File: src/esg_pkg.sv
`timescale 1ns / 1ps
// Shared constants and types of the exponential sine sweep generator.
package esg_pkg;

	localparam int PHASE_BITS      = 48;
	localparam int TABLE_ADDR_BITS = 10;
	localparam int SAMPLE_BITS     = 16;
	localparam int GROWTH_BITS     = 32;
	localparam int CFG_INDEX_BITS  = 4;
	localparam int CFG_DATA_BITS   = 48;
	localparam int QUEUE_DEPTH     = 4;
	localparam int QUEUE_PTR_BITS  = $clog2(QUEUE_DEPTH);

	localparam logic [PHASE_BITS-1:0]  HALF_CYCLE    = {1'b1, {(PHASE_BITS-1){1'b0}}};
	localparam logic [PHASE_BITS-1:0]  START_RESET   = 48'd127653050663;
	localparam logic [GROWTH_BITS-1:0] GROWTH_RESET  = 32'd2235620000;

	localparam logic [CFG_INDEX_BITS-1:0] REG_START_INCREMENT = 4'd0;
	localparam logic [CFG_INDEX_BITS-1:0] REG_GROWTH          = 4'd1;

	// Phase slice that the sine lookup needs (quadrant and table index) and the increment.
	typedef struct packed {
		logic [1:0]                 quad;
		logic [TABLE_ADDR_BITS-1:0] idx;
		logic [PHASE_BITS-1:0]      inc;
	} esg_entry_t;

endpackage

File: src/esg_queue.sv
`timescale 1ns / 1ps
// Short queue of phase/increment entries between the front and back parts.
module esg_queue (
	input  logic                clk,
	input  logic                arst_n,
	input  logic                push,
	input  esg_pkg::esg_entry_t push_entry,
	input  logic                pop,
	output esg_pkg::esg_entry_t head,
	output logic                full,
	output logic                empty
);
	import esg_pkg::*;

	esg_entry_t                mem_q [QUEUE_DEPTH];
	logic [QUEUE_PTR_BITS-1:0] wr_ptr_q;
	logic [QUEUE_PTR_BITS-1:0] rd_ptr_q;
	logic [QUEUE_PTR_BITS:0]   count_q;

	assign full  = (count_q == (QUEUE_PTR_BITS+1)'(QUEUE_DEPTH));
	assign empty = (count_q == '0);
	assign head  = mem_q[rd_ptr_q];

	always_ff @(posedge clk) begin
		if (push) begin
			mem_q[wr_ptr_q] <= push_entry;
		end
	end

	always_ff @(posedge clk or negedge arst_n) begin
		if (!arst_n) begin
			wr_ptr_q <= '0;
			rd_ptr_q <= '0;
			count_q  <= '0;
		end else begin
			if (push) begin
				wr_ptr_q <= wr_ptr_q + 1'b1;
			end
			if (pop) begin
				rd_ptr_q <= rd_ptr_q + 1'b1;
			end
			if (push && !pop) begin
				count_q <= count_q + 1'b1;
			end else if (pop && !push) begin
				count_q <= count_q - 1'b1;
			end
		end
	end

endmodule

File: config.mk
export PLATFORM = sky130hd
export DESIGN_NAME = esg_queue
export DESIGN_NICKNAME = d
export VERILOG_FILES = /design/src/esg_pkg.sv /design/src/esg_queue.sv
export SDC_FILE = /design/constraint.sdc
export NUM_CORES = 1
export LEC_CHECK = 0
export ABC_AREA = 1
export CORE_ASPECT_RATIO = 1.75
export CORE_UTILIZATION = 60
export DETAILED_ROUTE_END_ITERATION = 10
export DONT_BUFFER_PORTS = 1
export GPL_TIMING_DRIVEN = 1
export PLACE_DENSITY = 0.84
export SLEW_MARGIN = 40
export SYNTH_ARGS = -nofsm -noshare
export SYNTH_HDL_FRONTEND = slang
export SYNTH_SLANG_ARGS = --single-unit
export TNS_END_PERCENT = 20
File: constraint.sdc
create_clock -name clk -period 3 [get_ports clk]
set_input_delay 0.3 -clock clk [delete_from_list [all_inputs] [get_ports clk]]
set_output_delay 0.3 -clock clk [all_outputs]
set_load 0.03 [all_outputs]
-- Word-level counts from Yosys, hierarchy flattened
Memories as Yosys holds them, arrays and structs flattened.
Index checks and enable logic that the tools add are counted.
- latch bits: 0
- memories kept: 1
- bits in read-only memories: 0
- output and inout bits: 62
- memory bits (writable): 240
- word-level logic and storage cells: 19
- register bits: 7
- input bits: 64
- memory list (name ; words ; width ; read ports ; clocked after memory_dff ; write ports ; line ; text):
    mem_q ; 4 ; 60 ; 1 ; 0 ; 1 ; esg_queue.sv:15 ; esg_entry_t mem_q [QUEUE_DEPTH];
- divide/modulo/power cells: 0
- multipliers: 0
- $add $sub $neg: 4
- magnitude comparators: 0
- equal/unequal tests: 1
- shift-type cells: 0
- reductions and logical operators: 6
- muxes and demuxes: 4
- bitwise gates (word level): 0
- operators by type and width (kind ; number):
    two-way mux 3 bit ; 2
    adder 2 x 1 -> 2 bit (second input constant) ; 2
    adder 3 x 1 -> 3 bit (second input constant) ; 1
    == test 3 bit (second input constant) ; 1
    zero test 3 bit ; 1
    subtractor 3 x 1 -> 3 bit (second input constant) ; 1
    logical AND 1 bit ; 2
    zero test 1 bit ; 2
    two-way mux 1 bit ; 2
    nonzero test 2 bit ; 1

-- Logic depth before layout (Yosys ltp)
Gate-level depths: netlist of the first run.
- depth in word-level cells: 4
- mapped depth: 9
- depth with buffers taken out: 9

-- Worst setup path before layout of the first run
No wires, ideal clock.
- path kind: register to register
- from: reg wr_ptr_q[0]
- to: mem mem_q[2][0] (netlist bit) (enable)
- cell stages (with the launch flop): 5
- slack: 748 ps
- period minus slack after synthesis: 2252 ps
- data arrival time: 1838 ps
- path through: dfrtp_1 -> inv_1 -> ha_1 -> nand2_1 -> inv_1
- RTL lines (item ; line ; text):
    from (decl) ; esg_queue.sv:16 ; logic [QUEUE_PTR_BITS-1:0] wr_ptr_q;
    from (signal assigned) ; esg_queue.sv:37 ; wr_ptr_q <= wr_ptr_q + 1'b1;
    to (decl) ; esg_queue.sv:15 ;
Straight into the memory's write port.

==> metrics.cfg, run 1 <==
[run_status]
status=finished, final reports clean

[placement]
placed_area_sq_mm=0.0105
pre_cts_ws_ns=0.904
dp_hpwl_um=11300
routabilityCongestion=0.773
port_buffers=0
dp.cells=946

[worst_setup_path]
path_common_cell=nand2_1
rr_startpoint=wr_ptr_q[0]
critical_path_class=reg2out
cp-start-kind=flip-flop
path_depth=4
endpoint_kind=output pin
path_cells=buf_4, nand2_1, o211ai_1, nand2_1
critPathMaxStageDelay_ns=0.96
cpMaxStageDelayCell=dfrtp_4
path_buf_inv=1
cp-startpoint=rd_ptr_q[0]
cp_max_fo=58
reg2reg_to=mem_q[0][16]
worst_ep_required_time_ns=2.70
setup.worst_path.end=head[35]
reg2reg_depth=5
reg2reg_slack_ns=1.29
worst_ep_arrival_time_ns=2.33
crit_family=flip-flops

[final_layout]
final_common_cell=edfxtp_1
post-route-util_pct=69.8
drive_above_1_share_pct=14.3
layout_common_cells=edfxtp_1, nand2_1, inv_1, o211ai_2, dlygate4sd3_1
nNetsFinal=875
syn2layout_area_growth_pct=14.0
fill_cells=1129
fin_cells=1046
design_area_sq_mm=0.0118

[global_route]
grt_pass1_wl_um=29900
grt_overflow=0
grt_max_degree=61
grt_pass1_vias=6065
gr-usage-all-layers_pct=22.4
antenna_found_initial=1

[synthesis]
syn_avg_cell_area_sq_um=13.8
seq_area_frac_synth_pct=71.4
synth_cell_types=20
synth_nets=818
postSynthCellCount=748
ys_warn_count=0
syn_area_sq_mm=0.0103
ys_ff_latch=247

[floorplan]
die_x_um=101
ios=126
fp.dieH_um=176
initial_utilization_pct=61.3
core-area_sq_mm=0.0169
placementRows=63
die_area_sq_mm=0.0178

[detailed_routing]
num_vias=5743
viasPerCell=5.49
routed_wirelength_um=19600
drcViolationCount=0
firstDrtPassIters=4
antenna_left=0
wl_per_cell_um=18.7
detail_route.iter0.violations=243

[sta]
fmax_mhz=381
fin_setup_tns_ns=0
whs_ns=0.0992
rsz0062_at_grt=false
relSlewSlack_pct=44.7
skew_ns=0.00587
tightest_slew_ns=0.829
fin_crit_sh_pct=87.6
setup_viol=0
setup_slack_ns=0.373
final.min_clock_period_ns=2.63
maxSlewViolCount=0
hold_viol_final=0

[clock_network]
htreeDepth=1
cts_root_buffer=clkbuf_16
cts_buffers=21
cts.sinks=247
cts_tree=built
cts_hold_buf=63
cts_buffer_depth=3
clk_latency_ns=0.48
cts_resized=0
cts_setup_buffers=0
clk_pin_slew_ns=0.07

[run]
max-cap-violations=0

[power_and_ir_drop]
power.density_mw_per_mm2=1020
p_leak_nw=4.56
ir_drop_mv=1.02
power_mw=12.1

[worst_hold_path]
hold_path.class=in2reg

## layer usage
layer,up-vias,wire [um],global-route usage (%)
li1,2702,-,-
met1,2813,7060,23.2
met2,175,10900,42.4
met3,53,913,3.94
met4,0,766,10.7
met5,-,0,0
## power by group
| group | internal [mW] | leakage (nW) | switching, mW | total [mW] |
|---|---|---|---|---|
| Combinational | 1.12 | 1.97 | 3.46 | 4.58 |
| Clock | 1.46 | 0.310 | 1.13 | 2.59 |
| Sequential | 4.52 | 2.29 | 0.368 | 4.89 |
## worst min path at each step
| stage | from | endpoint | cells after the start |
|---|---|---|---|
| 5_1_grt | push | count_q[0] | 2 |
| 6_report | push | count_q[0] | 2 |
| 2_1_floorplan | arst_n | count_q[0] | 0 |
| 4_1_cts | push | count_q[0] | 2 |
| 3_5_place_dp | arst_n | rd_ptr_q[0] | 0 |
| 3_3_place_gp | arst_n | rd_ptr_q[0] | 0 |
## state kept, by name, indices dropped and copies added, names as in the netlist
register / count
count_q: 3
wr_ptr_q: 2
rd_ptr_q: 2
mem_q: 240
## final cells by class
cell class / instances / area (sq um) / share of cell area, %
tap: 227 / 284 / 2.41
antenna: 1 / 2.50 / 0.0212
inverter: 132 / 495 / 4.21
sequential: 247 / 7390 / 62.7
clock inverter: 10 / 105 / 0.892
clock buffer: 26 / 544 / 4.62
timing repair buffer: 75 / 837 / 7.11
multi-input combinational: 328 / 2120 / 18.0
## synthesized netlist by cell type
library cell	count	area (sq um)
xnor2_1	1	8.76
xor2_1	3	26.3
clkbuf_1	1	3.75
o211ai_1	52	390
edfxtp_1	240	7210
buf_2	18	90.1
buf_8	2	30.0
nor3_1	2	10.0
o211ai_2	68	851
clkbuf_4	1	7.51
nand4_1	1	6.26
nand2_1	193	724
o21ai_1	1	5.00
inv_1	131	492
fa_1	1	20.0
dfrtp_1	7	175
ha_1	5	62.6
nand3_1	1	5.00
inv_2	1	3.75
buf_6	19	214
## kinds of logic (layout without fill, tap and decap cells)
kind of cell,count (synthesis),after routing,synth area share [%]
AND/OR/NAND/NOR,197,197,7.22
other,0,1,0
AO/OA/AOI/OAI,121,121,12.1
buffers and inverters,173,243,8.14
flip-flops,247,247,71.4
adder cells (fa/ha/maj),6,6,0.799
XOR/XNOR,4,4,0.339
Power figures use the tool's default switching activity.
==> inputs of run 2 (changes only) <==
--- a/config.mk
+++ b/config.mk
@@ -5,7 +5,6 @@
 export SDC_FILE = /design/constraint.sdc
 export NUM_CORES = 1
 export LEC_CHECK = 0
-export ABC_AREA = 1
 export CORE_ASPECT_RATIO = 1.75
 export CORE_UTILIZATION = 60
 export DETAILED_ROUTE_END_ITERATION = 10
==> metrics.cfg, run 2 <==
[synthesis]
syn_avg_cell_area_sq_um=26.2
synth_commonest_cells=edfxtp_1, mux4_2, dfrtp_1
seq_area_frac_synth_pct=80.9
ys_ff_latch=247
yosys.area.top_type_share_pct=79.0
synth_async_sr_flop_share_pct=2.83
synth-main-ff-cell=edfxtp_1
synth_top_cell_by_area=edfxtp_1
postSynthCellCount=348
synthTopCellsByArea=edfxtp_1, mux4_2, dfrtp_1
ys_warn_count=0
synth_cell_types=20
synth_most_common_cell=edfxtp_1
synth_edf_count=240
syn_area_sq_mm=0.00912
synth_nets=418

[clock_network]
clk_pin_slew_ns=0.06
cts_setup_buffers=0
cts_buffers=20
htreeDepth=1
cts_hold_buf=63
cts.sinks=247
cts_buffer_depth=3
cts_tree=built
cts_root_buffer=clkbuf_16
clk_latency_ns=0.49
cts_resized=0

[floorplan]
core-area_sq_mm=0.0148
die_x_um=95.2
die_area_sq_mm=0.0157
placementRows=59
initial_utilization_pct=61.5
fp.dieH_um=165
ios=126

[run_status]
status=finished, final reports clean

[sta]
fmax_mhz=384
rsz0062_at_grt=false
fin_setup_tns_ns=0
tightest_slew_ns=0.644
setup_viol=0
whs_ns=0.131
skew_ns=0.0178
relSlewSlack_pct=57.1
final.min_clock_period_ns=2.60
maxSlewViolCount=0
fin_crit_sh_pct=86.8
hold_viol_final=0

[power_and_ir_drop]
p_leak_nw=3.43
ir_drop_mv=0.679
power.density_mw_per_mm2=1010

[detailed_routing]
drcViolationCount=0
viasPerCell=5.96
detail_route.iter0.violations=317
antenna_left=0
wl_per_cell_um=24.2
num_vias=3739
firstDrtPassIters=4
routed_wirelength_um=15100

[final_layout]
largest_reg_flops=240
syn2layout_area_growth_pct=16.5
layout_common_cells=edfxtp_1, dlygate4sd3_1, mux4_2, clkbuf_16
nNetsFinal=498
drive_above_1_share_pct=23.8
largestRegisters=mem_q x240, count_q x3
regMostFlops=mem_q
final_common_cell=edfxtp_1

[global_route]
grt_overflow=0
gr-usage-all-layers_pct=19.8
grt_pass1_vias=4034
grt_pass1_wl_um=22500
grt_max_degree=35
antenna_found_initial=2

[placement]
dp_hpwl_um=8860
port_buffers=0
routabilityCongestion=0.656

[worst_setup_path]
cp-start-kind=flip-flop
worst_ep_required_time_ns=2.70
endpoint_kind=output pin
worst_ep_arrival_time_ns=2.30
cp_max_fo=33
critical_path_class=reg2out

[worst_hold_path]
hold_path.class=in2reg

[run]
max-cap-violations=0

==> run 2: changes by cell type in the layout (fill, tap and decap cells not counted), moves of 5 or more <==
cell / delta
o211ai_2: -68
nand2_1: -191
inv_1: -123
o211ai_1: -52
inv_2: -5
mux4_2: +58
==> run 2: layout make-up <==
cell class              instances  area [sq um]
flip-flops and latches        247          7390
diodes                          2          5.00
fillers                       816          4220
well taps                     183           229
clock buffers                  23           533
inverters                       4          15.0
multi-input cells              83          1580
repair buffers                 72           761
clock inverters                13           114
==> run 2: stage by stage <==
step | total power [mW] | setup WS [ns] | instances | instance area (sq um) | utilization (%)
floorplan | 7.71 | 0.545 | 348 | 9120 | -
global placement | 8.02 | 0.828 | 522 | 9250 | 62.3
detailed placement | 8.17 | 0.836 | 526 | 9340 | 62.9
CTS | 10.8 | 0.317 | 625 | 10600 | 71.6
global route | 11.1 | 0.253 | 627 | 10600 | 71.6
finish | 10.7 | 0.396 | 627 | 10600 | 71.6
==> run 2: per-layer routing <==
| metal | vias up | part of all wire (%) | wire length [um] | GRT usage (%) |
|---|---|---|---|---|
| met1 | 1950 | 37 | 5550 | 24.3 |
| met2 | 117 | 55 | 8400 | 34.5 |
| met4 | 0 | 2.4 | 359 | 6.75 |
| met5 | - | 0 | 0 | 0 |
| met3 | 33 | 5.6 | 842 | 4.26 |
| li1 | 1639 | - | - | - |
==> run 2: cell families (layout without fill, tap and decap cells) <==
logic type / count (synthesis) / in the layout / share of synthesized area [%]
and+or+nand+nor: 9 / 9 / 0.535
other: 0 / 2 / 0
AOI/OAI and AO/OA: 1 / 1 / 0.0548
buffers and inverters: 18 / 112 / 1.98
adders and majority gates: 6 / 6 / 0.905
DFF: 247 / 247 / 80.9
muxes: 61 / 61 / 15.0
xor gates and xnor gates: 6 / 6 / 0.576
==> run 2: critical path, cell delays in order, from the launching register on <==
cell     delay (ns)
dfrtp_4        0.84
buf_4          0.32
mux4_2         0.63
==> run 2: final timing paths <==
| check | start | endpoint | slack, ns | cells after the start |
|---|---|---|---|---|
| max in group asynchronous | arst_n | rd_ptr_q[0] | 2.58 | 1 |
| max | rd_ptr_q[0] | head[9] | 0.40 | 2 |
| min reg2reg | count_q[2] | count_q[2] | 0.52 | 1 |
| min in group asynchronous | arst_n | count_q[2] | 0.14 | 1 |
| min | push | count_q[0] | 0.13 | 2 |
| max reg2reg | wr_ptr_q[1] | mem_q[1][4] | 1.23 | 4 |
==> run 2: report_power, final <==
part	total [mW]	switching [mW]	internal, mW
clock network	2.54	1.09	1.45
logic	3.30	2.17	1.13
registers	4.84	0.322	4.51
total	10.7	3.58	7.10
==> inputs of run 3 (changes only) <==
--- a/config.mk
+++ b/config.mk
@@ -6,11 +6,11 @@
 export NUM_CORES = 1
 export LEC_CHECK = 0
 export CORE_ASPECT_RATIO = 1.75
-export CORE_UTILIZATION = 60
+export CORE_UTILIZATION = 35
 export DETAILED_ROUTE_END_ITERATION = 10
 export DONT_BUFFER_PORTS = 1
 export GPL_TIMING_DRIVEN = 1
-export PLACE_DENSITY = 0.84
+export PLACE_DENSITY = 0.57
 export SLEW_MARGIN = 40
 export SYNTH_ARGS = -nofsm -noshare
 export SYNTH_HDL_FRONTEND = slang
==> metrics.cfg, run 3 (synthesized netlist as in run 2, its figures left out) <==
[clock_network]
cts_resized=0
cts_root_buffer=clkbuf_16
cts.sinks=247
cts_hold_buf=63
cts_buffer_depth=3
cts_buffers=23
cts_setup_buffers=0
clk_pin_slew_ns=0.06
cts_tree=built
htreeDepth=1
clk_latency_ns=0.50

[final_layout]
nNetsFinal=499
regMostFlops=mem_q
regArea_sq_mm=0.00739
drive_above_1_share_pct=24.3
syn2layout_area_growth_pct=19.1
final_common_cell=edfxtp_1
layout_common_cells=edfxtp_1, dlygate4sd3_1, mux4_2, clkbuf_16, buf_12
multi_input_area_sq_mm=0.00158
largest_reg_flops=240
largestRegisters=mem_q x240, count_q x3
fill_cells=2213

[power_and_ir_drop]
p_leak_nw=3.46
ir_drop_mv=0.588
power.density_mw_per_mm2=1000

[sta]
relSlewSlack_pct=64.3
fin_setup_tns_ns=0
maxSlewViolCount=0
tightest_slew_ns=0.533
fin_crit_sh_pct=84.2
final.min_clock_period_ns=2.53
rsz0062_at_grt=false
skew_ns=0.00773
whs_ns=0.0978
fmax_mhz=396
setup_viol=0
hold_viol_final=0

[run]
max-cap-violations=0

[worst_hold_path]
hold-path-cell-count=2
hold_end=count_q[0]
hp-start=push
hold_path.class=in2reg

[worst_setup_path]
cp_max_fo=23
cp-start-kind=flip-flop
worst_ep_arrival_time_ns=2.23
reg2reg_to=mem_q[2][48]
endpoint_kind=output pin
rr_startpoint=wr_ptr_q[0]
reg2reg_depth=4
reg2reg_slack_ns=1.24
worst_ep_required_time_ns=2.70
critical_path_class=reg2out

[floorplan]
fp.dieH_um=216
initial_utilization_pct=35.9
ios=126
core-area_sq_mm=0.0254
die_x_um=124
die_area_sq_mm=0.0267
placementRows=77

[global_route]
grt_overflow=0
grt_pass1_wl_um=25200
grt_max_degree=43
grt_pass1_vias=4259
gr-usage-all-layers_pct=13.0
antenna_found_initial=2

[detailed_routing]
routed_wirelength_um=16600
wl_per_cell_um=21.9
num_vias=3772
firstDrtPassIters=4
antenna_left=0
viasPerCell=4.96
detail_route.iter0.violations=215
drcViolationCount=0

[placement]
routabilityCongestion=0.679
port_buffers=0

[run_status]
status=finished, final reports clean

## run 3: layer usage
layer  global-route usage, %  vias up  share of wire (%)
met1                    13.6     2008                 36
met2                    24.2       87                 56
met4                    5.28        2                2.8
met3                    2.75       30                5.2
li1                        -     1645                  -
met5                       0        -               0.10
## run 3: cell type report
| cell class | instances | share of cell area [%] |
|---|---|---|
| repair buffers | 70 | 7.10 |
| well taps | 316 | 3.64 |
| clock buffers | 32 | 5.98 |
| inverters | 4 | 0.138 |
| flip-flops and latches | 247 | 68.0 |
| multi-input cells | 83 | 14.5 |
| clock inverters | 8 | 0.565 |
| diodes | 1 | 0.0230 |
## run 3: worst max-delay path by stage
stage | slack (ns) | end | start | cells after the start
global route | 0.34 | head[24] | rd_ptr_q[0] | 2
global placement | 0.96 | head[25] | rd_ptr_q[0] | 2
finish | 0.47 | head[24] | rd_ptr_q[0] | 2
CTS | 0.39 | head[25] | rd_ptr_q[0] | 2
detailed placement | 0.94 | head[25] | rd_ptr_q[0] | 2
floorplan | 0.54 | mem_q[2][0] | wr_ptr_q[0] | 3
## run 3: metrics by stage
step	cell area [sq um]	cells	total power, mW	setup WS (ns)	util, %
after floorplan	9120	348	7.71	0.545	-
after global placement	9510	657	8.22	0.963	37.4
after detailed placement	9520	657	8.29	0.942	37.4
after CTS	10900	760	11.1	0.386	42.7
after global routing	10900	760	11.4	0.337	42.7
final	10900	761	10.9	0.475	42.7
## run 3: critical path: stages, from the launching register on
cell and delay, ns:
dfrtp_4 0.75, buf_12 0.29, mux4_2 0.66
## run 3: where the power goes
group	total [mW]	switching, mW	leakage, nW	internal [mW]
clock	2.71	1.19	0.339	1.52
sequential	4.83	0.315	2.28	4.51
combinational	3.37	2.22	0.835	1.15
total	10.9	3.72	3.46	7.18
